[config.mk]
export PLATFORM = sky130hd
export DESIGN_NAME = mbus_master_readout_sequencer
export DESIGN_NICKNAME = d
export VERILOG_FILES = /design/src/design/mbrs_pkg.sv /design/src/design/mbrs_step.sv /design/src/design/mbrs_burst.sv /design/src/design/mbus_master_readout_sequencer.sv
export SDC_FILE = /design/constraint.sdc
export NUM_CORES = 1
export LEC_CHECK = 0
export BUFFER_PORTS_ARGS = -buffer_cell sky130_fd_sc_hd__buf_2
export CORE_MARGIN = 8
export CORE_UTILIZATION = 45
export CTS_CLUSTER_SIZE = 10
export DETAILED_ROUTE_END_ITERATION = 6
export PLACE_DENSITY_LB_ADDON = 0.3
export SETUP_SLACK_MARGIN = 0.4
export SYNTH_ARGS = -nofsm -noshare
export SYNTH_HDL_FRONTEND = slang
export SYNTH_SLANG_ARGS = --single-unit
[constraint.sdc]
create_clock -name clk -period 10.5 [get_ports clk]
set_input_delay 3.15 -clock clk [delete_from_list [all_inputs] [get_ports clk]]
set_output_delay 3.15 -clock clk [all_outputs]
set_load 0.02 [all_outputs]
[src/design/mbrs_pkg.sv]
// shared types, codes and constants of the bus master readout sequencer
package mbrs_pkg;

  localparam int FRAME_MAX_DEF = 256;
  localparam int BURST_MAX     = 7;
  localparam int BURST_CNT_W   = $clog2(BURST_MAX + 1);
  localparam int BURST_IDX_W   = $clog2(BURST_MAX);
  localparam int CFG_IDX_W     = 2;
  localparam int CFG_DATA_W    = 16;

  localparam logic [7:0] BYTE_START    = 8'h10;
  localparam logic [7:0] CTRL_SND_NKE  = 8'h40;
  localparam logic [7:0] CTRL_REQ_UD2  = 8'h5b;
  localparam logic [7:0] BYTE_STOP     = 8'h16;
  localparam logic [7:0] BYTE_ACK      = 8'he5;
  localparam logic [7:0] CTRL_FCB      = 8'h20;

  localparam logic [15:0] ACK_TO_RST    = 16'd2000;
  localparam logic [15:0] SETTLE_RST    = 16'd1000;
  localparam logic [15:0] REPLY_TO_RST  = 16'd5000;
  localparam logic [15:0] TICK_MAX      = 16'hffff;

  typedef enum logic [1:0] {
    ACT_START = 2'd0,
    ACT_TICK  = 2'd1,
    ACT_BYTE  = 2'd2
  } action_t;

  typedef enum logic [CFG_IDX_W-1:0] {
    REG_STATION  = 2'd0,
    REG_ACK_TO   = 2'd1,
    REG_SETTLE   = 2'd2,
    REG_REPLY_TO = 2'd3
  } reg_idx_t;

  typedef enum logic [1:0] {
    KIND_TX     = 2'd0,
    KIND_FWD    = 2'd1,
    KIND_STATUS = 2'd2
  } kind_t;

  typedef enum logic [2:0] {
    ST_NONE      = 3'd0,
    ST_ACK_OK    = 3'd1,
    ST_ACK_TO    = 3'd2,
    ST_BAD_ACK   = 3'd3,
    ST_TEL_DONE  = 3'd4,
    ST_REPLY_TO  = 3'd5,
    ST_OVERFLOW  = 3'd6,
    ST_SESS_DONE = 3'd7
  } status_t;

  typedef enum logic [1:0] {
    PH_IDLE   = 2'd0,
    PH_ACK    = 2'd1,
    PH_SETTLE = 2'd2,
    PH_REPLY  = 2'd3
  } phase_t;

  typedef struct packed {
    kind_t       kind;
    logic [7:0]  data_byte;
    logic [7:0]  byte_index;
    status_t     status;
  } result_t;

  typedef struct packed {
    logic [BURST_CNT_W-1:0]          cnt;
    result_t [BURST_MAX-1:0]         slot;
  } burst_t;

  typedef struct packed {
    phase_t      phase;
    logic        fcb;
    logic [7:0]  left;
    logic [15:0] timer;
    logic [7:0]  rlen;
  } seq_state_t;

  typedef struct packed {
    logic [7:0]  station;
    logic [15:0] ack_to;
    logic [15:0] settle;
    logic [15:0] reply_to;
  } cfg_t;

  function automatic result_t make_result(kind_t k, logic [7:0] d, logic [7:0] idx,
                                          status_t st);
    result_t r;
    r.kind       = k;
    r.data_byte  = d;
    r.byte_index = idx;
    r.status     = st;
    return r;
  endfunction

  // byte i of a short frame: start, control, address, checksum, stop
  function automatic logic [7:0] frame_byte(logic [7:0] ctrl, logic [7:0] addr,
                                            logic [2:0] i);
    logic [7:0] b;
    case (i)
      3'd0:    b = BYTE_START;
      3'd1:    b = ctrl;
      3'd2:    b = addr;
      3'd3:    b = ctrl + addr;
      3'd4:    b = BYTE_STOP;
      default: b = 8'h00;
    endcase
    return b;
  endfunction

endpackage

[src/design/mbrs_step.sv]
// next sequencer state and result burst for one input word
module mbrs_step #(
  parameter int FRAME_MAX = mbrs_pkg::FRAME_MAX_DEF
) (
  input  logic [1:0]           action,
  input  logic [7:0]           max_telegrams,
  input  logic [7:0]           rx_byte,
  input  mbrs_pkg::seq_state_t st,
  input  mbrs_pkg::cfg_t       cfg,
  output mbrs_pkg::seq_state_t st_nxt,
  output mbrs_pkg::burst_t     burst
);

  localparam logic [8:0] FRAME_LIM = 9'(FRAME_MAX);

  logic        is_start, is_tick, is_byte;
  logic [15:0] tick_inc;
  logic        ack_to, settle_done, reply_to, ack_ok, ack_bad;
  logic        fwd, tel_done, ovf, req, req_go, sess_done;
  logic        fcb_req;
  logic [7:0]  req_ctrl;

  assign is_start = (action == mbrs_pkg::ACT_START);
  assign is_tick  = (action == mbrs_pkg::ACT_TICK);
  assign is_byte  = (action == mbrs_pkg::ACT_BYTE);

  // saturating tick count
  assign tick_inc = (st.timer != mbrs_pkg::TICK_MAX) ? st.timer + 16'd1 : st.timer;

  assign ack_to      = is_tick && (st.phase == mbrs_pkg::PH_ACK) && (tick_inc >= cfg.ack_to);
  assign settle_done = is_tick && (st.phase == mbrs_pkg::PH_SETTLE) &&
                       (tick_inc >= cfg.settle);
  assign reply_to    = is_tick && (st.phase == mbrs_pkg::PH_REPLY) &&
                       (tick_inc >= cfg.reply_to);
  assign ack_ok      = is_byte && (st.phase == mbrs_pkg::PH_ACK) &&
                       (rx_byte == mbrs_pkg::BYTE_ACK);
  assign ack_bad     = is_byte && (st.phase == mbrs_pkg::PH_ACK) &&
                       (rx_byte != mbrs_pkg::BYTE_ACK);
  assign fwd         = is_byte && (st.phase == mbrs_pkg::PH_REPLY);
  assign tel_done    = fwd && (rx_byte == mbrs_pkg::BYTE_STOP);
  assign ovf         = fwd && !tel_done && (({1'b0, st.rlen} + 9'd1) >= FRAME_LIM);
  assign req         = settle_done || (ack_ok && (cfg.settle == 16'd0)) || tel_done;
  assign req_go      = req && (st.left != 8'd0);
  assign sess_done   = req && (st.left == 8'd0);

  // a finished telegram flips the frame count bit before the next request
  assign fcb_req  = tel_done ? ~st.fcb : st.fcb;
  assign req_ctrl = mbrs_pkg::CTRL_REQ_UD2 | (fcb_req ? mbrs_pkg::CTRL_FCB : 8'h00);

  // next state
  always_comb begin
    st_nxt = st;
    if (is_start) begin
      st_nxt.fcb   = 1'b1;
      st_nxt.left  = max_telegrams;
      st_nxt.timer = 16'd0;
      st_nxt.rlen  = 8'd0;
      st_nxt.phase = mbrs_pkg::PH_ACK;
    end else if (is_tick && (st.phase != mbrs_pkg::PH_IDLE)) begin
      st_nxt.timer = tick_inc;
      if (ack_to || reply_to) begin
        st_nxt.phase = mbrs_pkg::PH_IDLE;
      end
    end else if (ack_ok) begin
      st_nxt.timer = 16'd0;
      st_nxt.phase = mbrs_pkg::PH_SETTLE;
    end else if (ack_bad) begin
      st_nxt.phase = mbrs_pkg::PH_IDLE;
    end else if (fwd) begin
      if (tel_done) begin
        st_nxt.fcb = ~st.fcb;
      end else if (ovf) begin
        st_nxt.phase = mbrs_pkg::PH_IDLE;
      end else begin
        st_nxt.rlen = st.rlen + 8'd1;
      end
    end
    if (sess_done) begin
      st_nxt.phase = mbrs_pkg::PH_IDLE;
    end else if (req_go) begin
      st_nxt.left  = st.left - 8'd1;
      st_nxt.rlen  = 8'd0;
      st_nxt.timer = 16'd0;
      st_nxt.phase = mbrs_pkg::PH_REPLY;
    end
  end

  // result words in emit order
  always_comb begin
    logic [mbrs_pkg::BURST_IDX_W-1:0] n;
    logic [7:0]                       fctrl;
    logic                             send;
    n          = '0;
    burst.slot = '0;
    send       = is_start || req_go;
    fctrl      = is_start ? mbrs_pkg::CTRL_SND_NKE : req_ctrl;
    if (ack_to) begin
      burst.slot[n] = mbrs_pkg::make_result(mbrs_pkg::KIND_STATUS, 8'h00, 8'h00,
                                            mbrs_pkg::ST_ACK_TO);
      n = n + 3'd1;
    end
    if (reply_to) begin
      burst.slot[n] = mbrs_pkg::make_result(mbrs_pkg::KIND_STATUS, 8'h00, 8'h00,
                                            mbrs_pkg::ST_REPLY_TO);
      n = n + 3'd1;
    end
    if (ack_ok) begin
      burst.slot[n] = mbrs_pkg::make_result(mbrs_pkg::KIND_STATUS, 8'h00, 8'h00,
                                            mbrs_pkg::ST_ACK_OK);
      n = n + 3'd1;
    end
    if (ack_bad) begin
      burst.slot[n] = mbrs_pkg::make_result(mbrs_pkg::KIND_STATUS, 8'h00, 8'h00,
                                            mbrs_pkg::ST_BAD_ACK);
      n = n + 3'd1;
    end
    if (fwd) begin
      burst.slot[n] = mbrs_pkg::make_result(mbrs_pkg::KIND_FWD, rx_byte, st.rlen,
                                            mbrs_pkg::ST_NONE);
      n = n + 3'd1;
    end
    if (tel_done) begin
      burst.slot[n] = mbrs_pkg::make_result(mbrs_pkg::KIND_STATUS, 8'h00, 8'h00,
                                            mbrs_pkg::ST_TEL_DONE);
      n = n + 3'd1;
    end
    if (ovf) begin
      burst.slot[n] = mbrs_pkg::make_result(mbrs_pkg::KIND_STATUS, 8'h00, 8'h00,
                                            mbrs_pkg::ST_OVERFLOW);
      n = n + 3'd1;
    end
    if (sess_done) begin
      burst.slot[n] = mbrs_pkg::make_result(mbrs_pkg::KIND_STATUS, 8'h00, 8'h00,
                                            mbrs_pkg::ST_SESS_DONE);
      n = n + 3'd1;
    end
    if (send) begin
      for (int i = 0; i < 5; i++) begin
        burst.slot[n] = mbrs_pkg::make_result(mbrs_pkg::KIND_TX,
                          mbrs_pkg::frame_byte(fctrl, cfg.station, 3'(i)), 8'(i),
                          mbrs_pkg::ST_NONE);
        n = n + 3'd1;
      end
    end
    burst.cnt = n;
  end

endmodule

[src/design/mbrs_burst.sv]
// result burst register that shifts out one word per cycle while out_stall is low
module mbrs_burst (
  input  logic                 clk,
  input  logic                 rst_n,
  input  logic                 load,
  input  mbrs_pkg::burst_t     load_burst,
  input  logic                 out_stall,
  output mbrs_pkg::result_t    head,
  output logic                 out_valid,
  output logic                 out_last,
  output logic                 room
);

  mbrs_pkg::result_t [mbrs_pkg::BURST_MAX-1:0] slot_r, slot_nxt;
  logic [mbrs_pkg::BURST_CNT_W-1:0]            cnt_r, cnt_nxt;
  logic                                        pop;

  assign out_valid = (cnt_r != '0);
  assign out_last  = (cnt_r == mbrs_pkg::BURST_CNT_W'(1));
  assign pop       = out_valid && !out_stall;
  // empty, or the final word leaves in this cycle
  assign room      = (cnt_r == '0) || (out_last && !out_stall);
  assign head      = slot_r[0];

  always_comb begin
    slot_nxt = slot_r;
    cnt_nxt  = cnt_r;
    if (load) begin
      slot_nxt = load_burst.slot;
      cnt_nxt  = load_burst.cnt;
    end else if (pop) begin
      for (int i = 0; i < mbrs_pkg::BURST_MAX - 1; i++) begin
        slot_nxt[i] = slot_r[i+1];
      end
      cnt_nxt = cnt_r - mbrs_pkg::BURST_CNT_W'(1);
    end
  end

  always_ff @(posedge clk) begin
    if (!rst_n) begin
      cnt_r <= '0;
    end else begin
      cnt_r <= cnt_nxt;
    end
  end

  always_ff @(posedge clk) begin
    slot_r <= slot_nxt;
  end

endmodule

[src/design/mbus_master_readout_sequencer.sv]
// top level of the bus master readout sequencer (reset frame, ack, data requests)
// Takes one input word (start, millisecond tick or received byte) and answers with
// zero to seven result words: transmit bytes of the SND_NKE and REQ_UD2 short frames,
// forwarded reply bytes and status events, the last one flagged by out_last. The
// sequencer state is updated at the accepting edge and the whole burst for that word
// is built in one pass into a seven-entry burst register, which releases one result
// word per cycle while out_stall is low. A new input word is accepted when that
// register is empty or in the cycle its final word is taken, so a new word waits
// until the whole burst of the previous one has drained. Configuration (station
// address and the three tick limits) is written through cfg_we/cfg_index/cfg_wdata;
// the user must write it only while the block is idle; the block does not enforce this.
module mbus_master_readout_sequencer #(
  parameter int FRAME_MAX = mbrs_pkg::FRAME_MAX_DEF
) (
  input  logic                             clk,
  input  logic                             rst_n,
  // input words
  input  logic                             in_valid,
  output logic                             in_stall,
  input  logic [1:0]                       in_action,
  input  logic [7:0]                       in_max_telegrams,
  input  logic [7:0]                       in_rx_byte,
  // result words
  output logic                             out_valid,
  input  logic                             out_stall,
  output logic [1:0]                       out_kind,
  output logic [7:0]                       out_data_byte,
  output logic [7:0]                       out_byte_index,
  output logic [2:0]                       out_status,
  output logic                             out_last,
  // configuration writes
  input  logic                             cfg_we,
  input  logic [mbrs_pkg::CFG_IDX_W-1:0]   cfg_index,
  input  logic [mbrs_pkg::CFG_DATA_W-1:0]  cfg_wdata
);

  mbrs_pkg::seq_state_t st_r, st_nxt;
  mbrs_pkg::cfg_t       cfg_r, cfg_nxt;
  mbrs_pkg::burst_t     burst;
  mbrs_pkg::result_t    head;
  logic                 room;
  logic                 in_fire;

  assign in_stall = !room;
  assign in_fire  = in_valid && room;

  // decode and burst build
  mbrs_step #(
    .FRAME_MAX (FRAME_MAX)
  ) u_step (
    .action        (in_action),
    .max_telegrams (in_max_telegrams),
    .rx_byte       (in_rx_byte),
    .st            (st_r),
    .cfg           (cfg_r),
    .st_nxt        (st_nxt),
    .burst         (burst)
  );

  // output side: burst register drained one word per cycle while out_stall is low
  mbrs_burst u_burst (
    .clk        (clk),
    .rst_n      (rst_n),
    .load       (in_fire),
    .load_burst (burst),
    .out_stall  (out_stall),
    .head       (head),
    .out_valid  (out_valid),
    .out_last   (out_last),
    .room       (room)
  );

  assign out_kind       = head.kind;
  assign out_data_byte  = head.data_byte;
  assign out_byte_index = head.byte_index;
  assign out_status     = head.status;

  // sequencer state only moves when an input word is taken
  always_ff @(posedge clk) begin
    if (!rst_n) begin
      st_r.phase <= mbrs_pkg::PH_IDLE;
      st_r.fcb   <= 1'b0;
      st_r.left  <= 8'd0;
      st_r.timer <= 16'd0;
      st_r.rlen  <= 8'd0;
    end else if (in_fire) begin
      st_r <= st_nxt;
    end
  end

  // register writes, narrower registers keep the low bits
  always_comb begin
    cfg_nxt = cfg_r;
    if (cfg_we) begin
      case (cfg_index)
        mbrs_pkg::REG_STATION:  cfg_nxt.station  = cfg_wdata[7:0];
        mbrs_pkg::REG_ACK_TO:   cfg_nxt.ack_to   = cfg_wdata;
        mbrs_pkg::REG_SETTLE:   cfg_nxt.settle   = cfg_wdata;
        mbrs_pkg::REG_REPLY_TO: cfg_nxt.reply_to = cfg_wdata;
        default:                cfg_nxt = cfg_r;
      endcase
    end
  end

  always_ff @(posedge clk) begin
    if (!rst_n) begin
      cfg_r.station  <= 8'd0;
      cfg_r.ack_to   <= mbrs_pkg::ACK_TO_RST;
      cfg_r.settle   <= mbrs_pkg::SETTLE_RST;
      cfg_r.reply_to <= mbrs_pkg::REPLY_TO_RST;
    end else begin
      cfg_r <= cfg_nxt;
    end
  end

endmodule

; ---- After elaboration in Yosys (flattened, before gate mapping)
; Index checks and enable logic that the tools add are counted.
[classes]
n_mux = 86
n_reduce_logical = 58
bitwise = 19
eq_ne = 18
n_addsub = 18
n_lt_le_gt_ge = 28
[ops]
columns = operator, count
row1 = $mux 147, 8
row2 = $bwmux 147, 6
row3 = $demux 21 s3, 12
row4 = $not 126->126, 3
row5 = $mux 21, 13
row6 = $and 133x133->133, 2
row7 = $not 133->133, 2
row8 = $and 126x126->126, 2
row9 = $mux 126, 2
row10 = $and 18x126->126, 1
row11 = $and 119x119->119, 1
row12 = $not 119->119, 1
row13 = $mux 8, 13
row14 = $mux 32, 2
row15 = $ge 16x16->1, 3
row16 = $mux 16, 3
row17 = $lt 3x4->1 const B, 11
row18 = $or 21x21->21, 2
row19 = $mux 3, 12
row20 = $add 3x1->3 const B, 11
row21 = $ge 3x1->1 const B, 11
row22 = $logic_and 1x1->1, 32
row23 = $or 14x14->14, 2
row24 = $or 28x28->28, 1
row25 = other kinds (38), 71
[totals]
out_inout_bits = 24
in_bits = 41
ff_bits = 241

; ---- Depth between registers and ports, before layout
; Gate-level depths: netlist of the first run.
[logic_depth]
depth_word = 31
mapped_depth = 52

; ---- Cells and area by module
; Synthesis of the first run repeated with hierarchy kept, for this count alone.
[unflattened]
cells_unflattened = 1809
area_unflattened_um2 = 17132.7
[by_module_without_submodules]
columns = module, seq_area_each_um2, instances, cells_per_inst, area_per_inst_um2
row1 = mbrs_step, 0.0, 1, 1099, 6977.9
row2 = mbrs_burst, 4474.3, 1, 337, 6383.6
row3 = mbus_master_readout_sequencer, 1821.7, 1, 373, 3771.1

; ---- Least setup slack after synthesis of the first run
; OpenSTA, ideal clock, no wires.
[synth_path]
path_kind = in2reg
startpoint = input port in_action[1]
endpoint = register u_burst.slot_r[60] (netlist bit) (data pin)
stages = 37
path_slack_ps = 281
required_time_ps = 10241
t_arrival_ps = 9960
path_buffers = 6
setup_time_ps = 259
path_cell_list = nand2b_1 > nor3b_1 > o21ai_0 > inv_1 > ha_1 > clkbuf_1 > clkbuf_1 > xnor2_1 > ha_1 > a21oi_1 > nor3_1 > ha_1 > nand2_1 > o31a_2 > inv_1 > ha_1 > nor2_1 > a21oi_2 > ha_1 > mux2i_4 > inv_2 > ha_1 > mux2i_4 > inv_2 > buf_6 > ha_1 > clkbuf_1 > nor2_1 > nor2_1 > xnor3_2 > buf_6 > xnor2_4 > nor2_1 > buf_4 > a31o_1 > a21oi_1 > o21ai_1
[synth_rtl]
columns = element, line
row1 = from (decl), mbus_master_readout_sequencer.sv:20  ; input logic [1:0] in_action,
row2 = to (signal assigned), mbrs_burst.sv:48  ; slot_r <= slot_nxt;
row3 = to (decl), mbrs_burst.sv:14  ; mbrs_pkg::result_t [mbrs_pkg::BURST_MAX-1:0] slot_r, slot_nxt;

==> results of run 1 <==
## cells in the final DEF, fill, tap and decap left out, types with 38 or more instances in the layout
master / synthesis / routed
buf_4: 26 / 64
ha_1: 69 / 68
nand2_1: 224 / 223
edfxtp_1: 147 / 147
a21oi_1: 132 / 131
dfxtp_1: 94 / 93
nand3_1: 51 / 49
nor2_1: 152 / 142
inv_1: 68 / 67
nor3_1: 45 / 45
o21ai_0: 125 / 123
buf_2: 23 / 64
a31oi_1: 38 / 38
## repair_timing
action                                  CTS  global route
pin swaps                                 1             4
gates resized for setup                   2            31
setup buffers                             3             8
endpoints found under the setup margin   13           114
gates cloned                              0             2
## area by class of cell
type | instances | area [um^2] | area share (%)
clock buffers | 47 | 835 | 4.78
clock inverters | 2 | 10.0 | 0.0573
inverters | 73 | 279 | 1.60
multi-input cells | 1343 | 8670 | 49.6
flip-flops and latches | 241 | 6300 | 36.0
well taps | 455 | 569 | 3.26
repair buffers | 130 | 821 | 4.70
## flip-flops by register name, summed over array words and instances (netlist names)
signal	flops
cfg_r	56
u_burst.cnt_r	3
u_burst.head	21
st_r	35
u_burst.slot_r	126
## worst register-to-register path: cells and delay by family, from the launching register on
family                   cells  cell delay [ns]
multiplexers                 2             0.24
AO/OA/AOI/OAI                9             1.63
XOR/XNOR                     4             1.22
flip-flops                   1             0.42
adder cells (fa/ha/maj)      8             2.37
AND/OR/NAND/NOR             15             2.64
buffers and inverters        6             0.84
## cells by family (layout without fill, tap and decap cells)
logic type / Yosys count / count (layout)
adder cells (fa/ha/maj): 70 / 70
flip-flops: 241 / 241
multiplexers: 15 / 15
XOR/XNOR: 45 / 47
AND/OR/NAND/NOR: 629 / 629
AO/OA/AOI/OAI: 576 / 576
buffers and inverters: 219 / 252
other: 1 / 6
## routing by layer
metal,GRT usage [%],up-vias,part of all wire [%],routed length [um]
met2,38.9,788,45,23600
met1,32.7,6885,43,22200
met4,9.17,0,3.5,1850
met3,3.95,137,8.7,4560
met5,0,-,0,0
li1,-,6664,-,-
## report_power, final
part	leakage, nW	internal (mW)	total, mW	switching (mW)
Combinational	4.01	0.343	1.13	0.785
Clock	0.410	0.535	0.924	0.389
Sequential	2.25	1.50	1.59	0.0974
Total	6.67	2.37	3.65	1.27
## final timing paths
path | start | endpoint | slack [ns]
max | st_r[12] | u_burst.head[13] | 0.90
min | cfg_r[13] | cfg_r[13] | 0.46
max reg2reg | st_r[12] | u_burst.head[13] | 0.90
min reg2reg | cfg_r[13] | cfg_r[13] | 0.46
## through the flow
| stage | instance area (um^2) | hold slack (ns) | utilization [%] | worst slack [ns] | cells |
|---|---|---|---|---|---|
| after floorplan | 15800 | 0.441 | - | 0.436 | 1801 |
| after global placement | 16400 | 0.455 | 47.5 | 0.0849 | 2228 |
| after detailed placement | 16400 | 0.459 | 47.5 | 0.145 | 2228 |
| after CTS | 17300 | 0.467 | 50.1 | 0.444 | 2280 |
| after global routing | 17500 | 0.485 | 50.7 | 0.335 | 2291 |
| final | 17500 | 0.464 | 50.7 | 0.897 | 2291 |
==> impl_metrics.py, run 1 <==
metrics = {
    "outcome": {
        "outcome": "finished, final reports clean",
    },
    "synth": {
        "synthMuxAreaShare_pct": 1.11,
        "ys_seq_elements": 241,
        "syn_area_um2": 15700,
        "synth_most_common_cell": "nand2_1",
        "synth-xor-area-share_pct": 3.62,
        "synth_edf_count": 147,
        "synth-compound-area-share_pct": 24.4,
        "seq_area_frac_synth_pct": 40.0,
        "synth_simple_gate_area_share_pct": 19.1,
        "yosysTopAreaCell": "edfxtp_1",
        "syn_area_per_cell_um2": 8.76,
        "synthTopCellsByArea": "edfxtp_1, dfxtp_1, ha_1",
        "async_flop_share_pct": 0,
        "synth_common_cells": "nand2_1, nor2_1, edfxtp_1",
        "synth-adder-area-share_pct": 5.61,
        "synth_ff_type": "edfxtp_1",
        "synth_top_family_by_area": "compound AO/OA/AOI/OAI gates",
        "yosysTopAreaCellShare_pct": 28.1,
        "synth_cells": 1796,
        "ys_warn_count": 0,
        "synth_cell_types": 96,
    },
    "sta": {
        "worst_slew_pin_slew_ns": 1.09,
        "finalMaxSlewViolations": 0,
        "period_minus_slack_ns": 9.60,
        "timing.fmax_ghz": 0.104,
        "slew_headroom_pct": 27.3,
        "period_share_pct": 91.5,
        "grt_setup_unrepaired": "no",
        "setup_tns_ns": 0,
        "skew_ns": 0.0129,
        "hold_violations": 0,
        "setup_viol": 0,
    },
    "detailed_routing": {
        "antenna_left": 0,
        "drt-vias-per-instance": 6.32,
        "totalWireLength_um": 52100,
        "first_iter_violations": 1596,
        "post_drt_wl_per_cell_um": 22.8,
        "first_pass_iters": 7,
        "vias": 14474,
        "drc_errors": 0,
    },
    "grt": {
        "grt_pass1_wl_um": 80400,
        "antenna_found_initial": 0,
        "track_usage_pct": 24.3,
        "globalRouteOverflowTotal": 0,
        "grt_max_degree": 91,
        "grt_pass1_vias": 13964,
    },
    "die": {
        "placementRows": 68,
        "initial_utilization_pct": 45.7,
        "ios": 65,
        "die_w_um": 203,
        "core_area_um2": 34500,
        "die_area_um2": 41200,
        "die_h_um": 203,
    },
    "critical_path": {
        "crit_type": "register to register",
        "cp_common_cell": "ha_1",
        "reg2regPathDepth": 44,
        "critical_path.top_delay_family": "simple AND/OR/NAND/NOR gates",
        "crit_cells": 44,
        "endpoint_kind": "register",
        "crit_arrival_ns": 9.90,
        "worstPathRequired_ns": 10.80,
        "critPathBufInv": 6,
        "worstSetupStartpointType": "register",
        "max_stage_delay_ns": 0.53,
        "slowest_stage": "xnor3_4",
        "critical_path.max_fanout": 12,
    },
    "power": {
        "power_mw": 3.65,
        "power.leakage_nw": 6.67,
        "power_density_nw_per_um2": 209,
        "vdd_drop_max_v": 0.000140,
    },
    "cts": {
        "clock_latency_ns": 0.56,
        "cts_inserted_buffers": 29,
        "htreeDepth": 1,
        "holdBufCountCts": 0,
        "clock_sinks": 241,
        "path_clk_slew_ns": 0.06,
        "cts_root_buf": "clkbuf_16",
        "clk_path_buf_depth": 3,
        "tritoncts": "yes",
    },
    "place": {
        "portBuffers": 64,
        "dp_hpwl_um": 36000,
        "place.gp.congestion": 0.992,
    },
    "finish": {
        "nFillCells": 3342,
        "nNetsFinal": 1929,
        "diodes": 0,
        "syn2layout_area_growth_pct": 11.1,
        "drive_gt1_share_pct": 13.3,
    },
    "hold_path": {
        "hold_depth": 2,
        "hold_class": "register to register",
    },
    "job": {
        "cap_viol_max_count": 0,
    },
}
Power figures use the tool's default switching activity.
==> inputs of run 2 (changes only) <==
--- a/config.mk
+++ b/config.mk
@@ -5,9 +5,9 @@
 export SDC_FILE = /design/constraint.sdc
 export NUM_CORES = 1
 export LEC_CHECK = 0
-export BUFFER_PORTS_ARGS = -buffer_cell sky130_fd_sc_hd__buf_2
+export BUFFER_PORTS_ARGS = -buffer_cell sky130_fd_sc_hd__buf_4
 export CORE_MARGIN = 8
-export CORE_UTILIZATION = 45
+export CORE_UTILIZATION = 40
 export CTS_CLUSTER_SIZE = 10
 export DETAILED_ROUTE_END_ITERATION = 6
 export PLACE_DENSITY_LB_ADDON = 0.3
==> run 2 against run 1 <==
Compared with the run above: via count fell by 2.2%; critical path depth is 3 higher; first-iteration DRC count fell by 17%; power up 2.2%; setup slack improved by 0.17 ns; global-route usage is 2.7 points lower; critical path type unchanged; critical endpoint is now u_burst.slot_r[60]; largest cell class unchanged.
==> impl_metrics.py, run 2 (synthesis results as in run 1) <==
metrics = {
    "cts": {
        "tritoncts": "yes",
        "path_clk_slew_ns": 0.06,
        "cts_root_buf": "clkbuf_16",
        "cts_inserted_buffers": 30,
        "clock_latency_ns": 0.57,
        "clk_path_buf_depth": 3,
        "htreeDepth": 1,
        "clock_sinks": 241,
    },
    "die": {
        "core_area_um2": 38700,
        "placementRows": 72,
        "die_area_um2": 45900,
        "ios": 65,
        "die_w_um": 214,
        "initial_utilization_pct": 40.6,
        "die_h_um": 214,
    },
    "detailed_routing": {
        "drt-vias-per-instance": 6.04,
        "post_drt_wl_per_cell_um": 22.1,
        "drc_errors": 0,
        "totalWireLength_um": 51800,
        "antenna_left": 0,
        "vias": 14156,
        "first_iter_violations": 1323,
        "first_pass_iters": 6,
    },
    "sta": {
        "hold_violations": 0,
        "worst_slew_pin_slew_ns": 1.27,
        "setup_viol": 0,
        "timing.fmax_ghz": 0.106,
        "finalMaxSlewViolations": 0,
        "slew_headroom_pct": 13.3,
        "period_minus_slack_ns": 9.43,
        "setup_ws_ns": 1.07,
        "setup_tns_ns": 0,
        "grt_setup_unrepaired": "no",
        "holdWs_ns": 0.464,
        "skew_ns": 0.0178,
        "period_share_pct": 89.9,
    },
    "grt": {
        "track_usage_pct": 21.7,
        "grt_pass1_wl_um": 80900,
        "use_met3_pct": 3.44,
        "globalRouteOverflowTotal": 0,
        "use_met2_pct": 34.4,
        "grt_max_degree": 91,
        "gr-max-usage-layer": "met2",
        "antenna_found_initial": 0,
        "grt_pass1_vias": 13610,
        "globalRouteMet1Util_pct": 29.7,
    },
    "critical_path": {
        "critical_path.max_fanout": 19,
        "crit_type": "register to register",
        "endpoint_kind": "register",
        "worstSetupStartpointType": "register",
        "reg2regPathDepth": 47,
        "cp_common_cell": "ha_1",
        "slowest_stage": "dfxtp_1",
        "worstPathRequired_ns": 10.77,
        "max_stage_delay_ns": 0.40,
        "crit_arrival_ns": 9.70,
    },
    "power": {
        "vdd_drop_max_v": 0.000165,
        "pwr-share-seq_pct": 42.7,
        "switching_power_mw": 1.27,
        "combPwrFrac_pct": 30.7,
        "power_frac_clock_pct": 26.5,
        "power.leakage_nw": 6.70,
        "switching_share_pct": 34.0,
        "power_mw": 3.73,
        "intPower_mw": 2.46,
        "power_density_nw_per_um2": 211,
    },
    "place": {
        "place.gp.congestion": 0.958,
        "dp_hpwl_um": 35800,
        "place_ws_ns": 0.0846,
        "portBuffers": 64,
    },
    "finish": {
        "reg.largest.list": "u_burst.slot_r: 126 flops, cfg_r: 56 flops, st_r: 35 flops",
        "nNetsFinal": 1915,
        "largest_register": "u_burst.slot_r",
        "mostFrequentLayoutCells": "nand2_1, edfxtp_1, nor2_1",
        "drive_gt1_share_pct": 13.2,
        "final_common_cell": "nand2_1",
        "diodes": 0,
        "syn2layout_area_growth_pct": 12.5,
        "largest_reg_flops": 126,
        "nFillCells": 3800,
    },
    "hold_path": {
        "hold_class": "register to register",
        "hold_depth": 2,
    },
    "job": {
        "cap_viol_max_count": 0,
    },
    "outcome": {
        "outcome": "finished, final reports clean",
    },
}
==> run 2: cell count changes in the layout (fill, tap and decap cells not counted), moves of 3 or more <==
| cell | change |
|---|---|
| buf_2 | -64 |
| buf_4 | +51 |
| clkbuf_8 | +6 |
| clkbuf_1 | -4 |
| inv_1 | -3 |
| nor3_2 | +3 |
==> run 2: stage by stage <==
step                      utilization [%]  cells  instance area (um^2)
after detailed placement             42.6   2276                 16500
after floorplan                         -   1801                 15800
after global placement               42.6   2276                 16500
after CTS                            45.1   2333                 17500
final                                45.7   2343                 17700
after global routing                 45.7   2343                 17700
==> run 2: power groups by stage <==
stage,clock [mW],combinational [mW],sequential [mW]
global placement,0,1.13,1.60
floorplan,0,0.827,1.60
global route,1.05,1.26,1.62
finish,0.989,1.15,1.59
detailed placement,0,1.15,1.61
CTS,1.01,1.15,1.60
==> run 2: layer usage <==
metal	vias up	wire length, um
li1	6620	-
met1	6726	22400
met2	680	23200
met3	130	4320
met4	0	1810
met5	-	0
==> run 2: timing repair <==
item,4_1_cts,5_1_grt
resized for setup,3,36
cloned,0,1
pin swaps,1,4
hold buffers,0,0
setup endpoints to repair,44,117
buffers inserted,4,9
==> run 2: area by class of cell <==
cell class	instances	area (um^2)	area share [%]
Clock buffer	50	927	5.24
Tap cell	518	648	3.66
Multi-Input combinational cell	1342	8630	48.8
Sequential cell	241	6300	35.6
Timing Repair Buffer	116	883	4.99
Clock inverter	3	16.3	0.0919
Inverter	73	294	1.66
==> run 2: final timing paths <==
check	start	endpoint	slack [ns]
setup / recovery	st_r[14]	u_burst.slot_r[60]	1.07
hold / removal	cfg_r[47]	cfg_r[47]	0.46
setup reg to reg	st_r[14]	u_burst.slot_r[60]	1.07
hold reg to reg	cfg_r[47]	cfg_r[47]	0.46
==> run 2: worst max-delay path: cells and delay by family, from the launching register on <==
| family | cells | cell delay [ns] |
|---|---|---|
| adders and majority gates | 8 | 2.33 |
| AOI/OAI and AO/OA | 12 | 1.96 |
| and+or+nand+nor | 13 | 1.89 |
| buffers and inverters | 8 | 1.16 |
| xor gates and xnor gates | 4 | 0.94 |
| muxes | 2 | 0.41 |
| DFF | 1 | 0.40 |
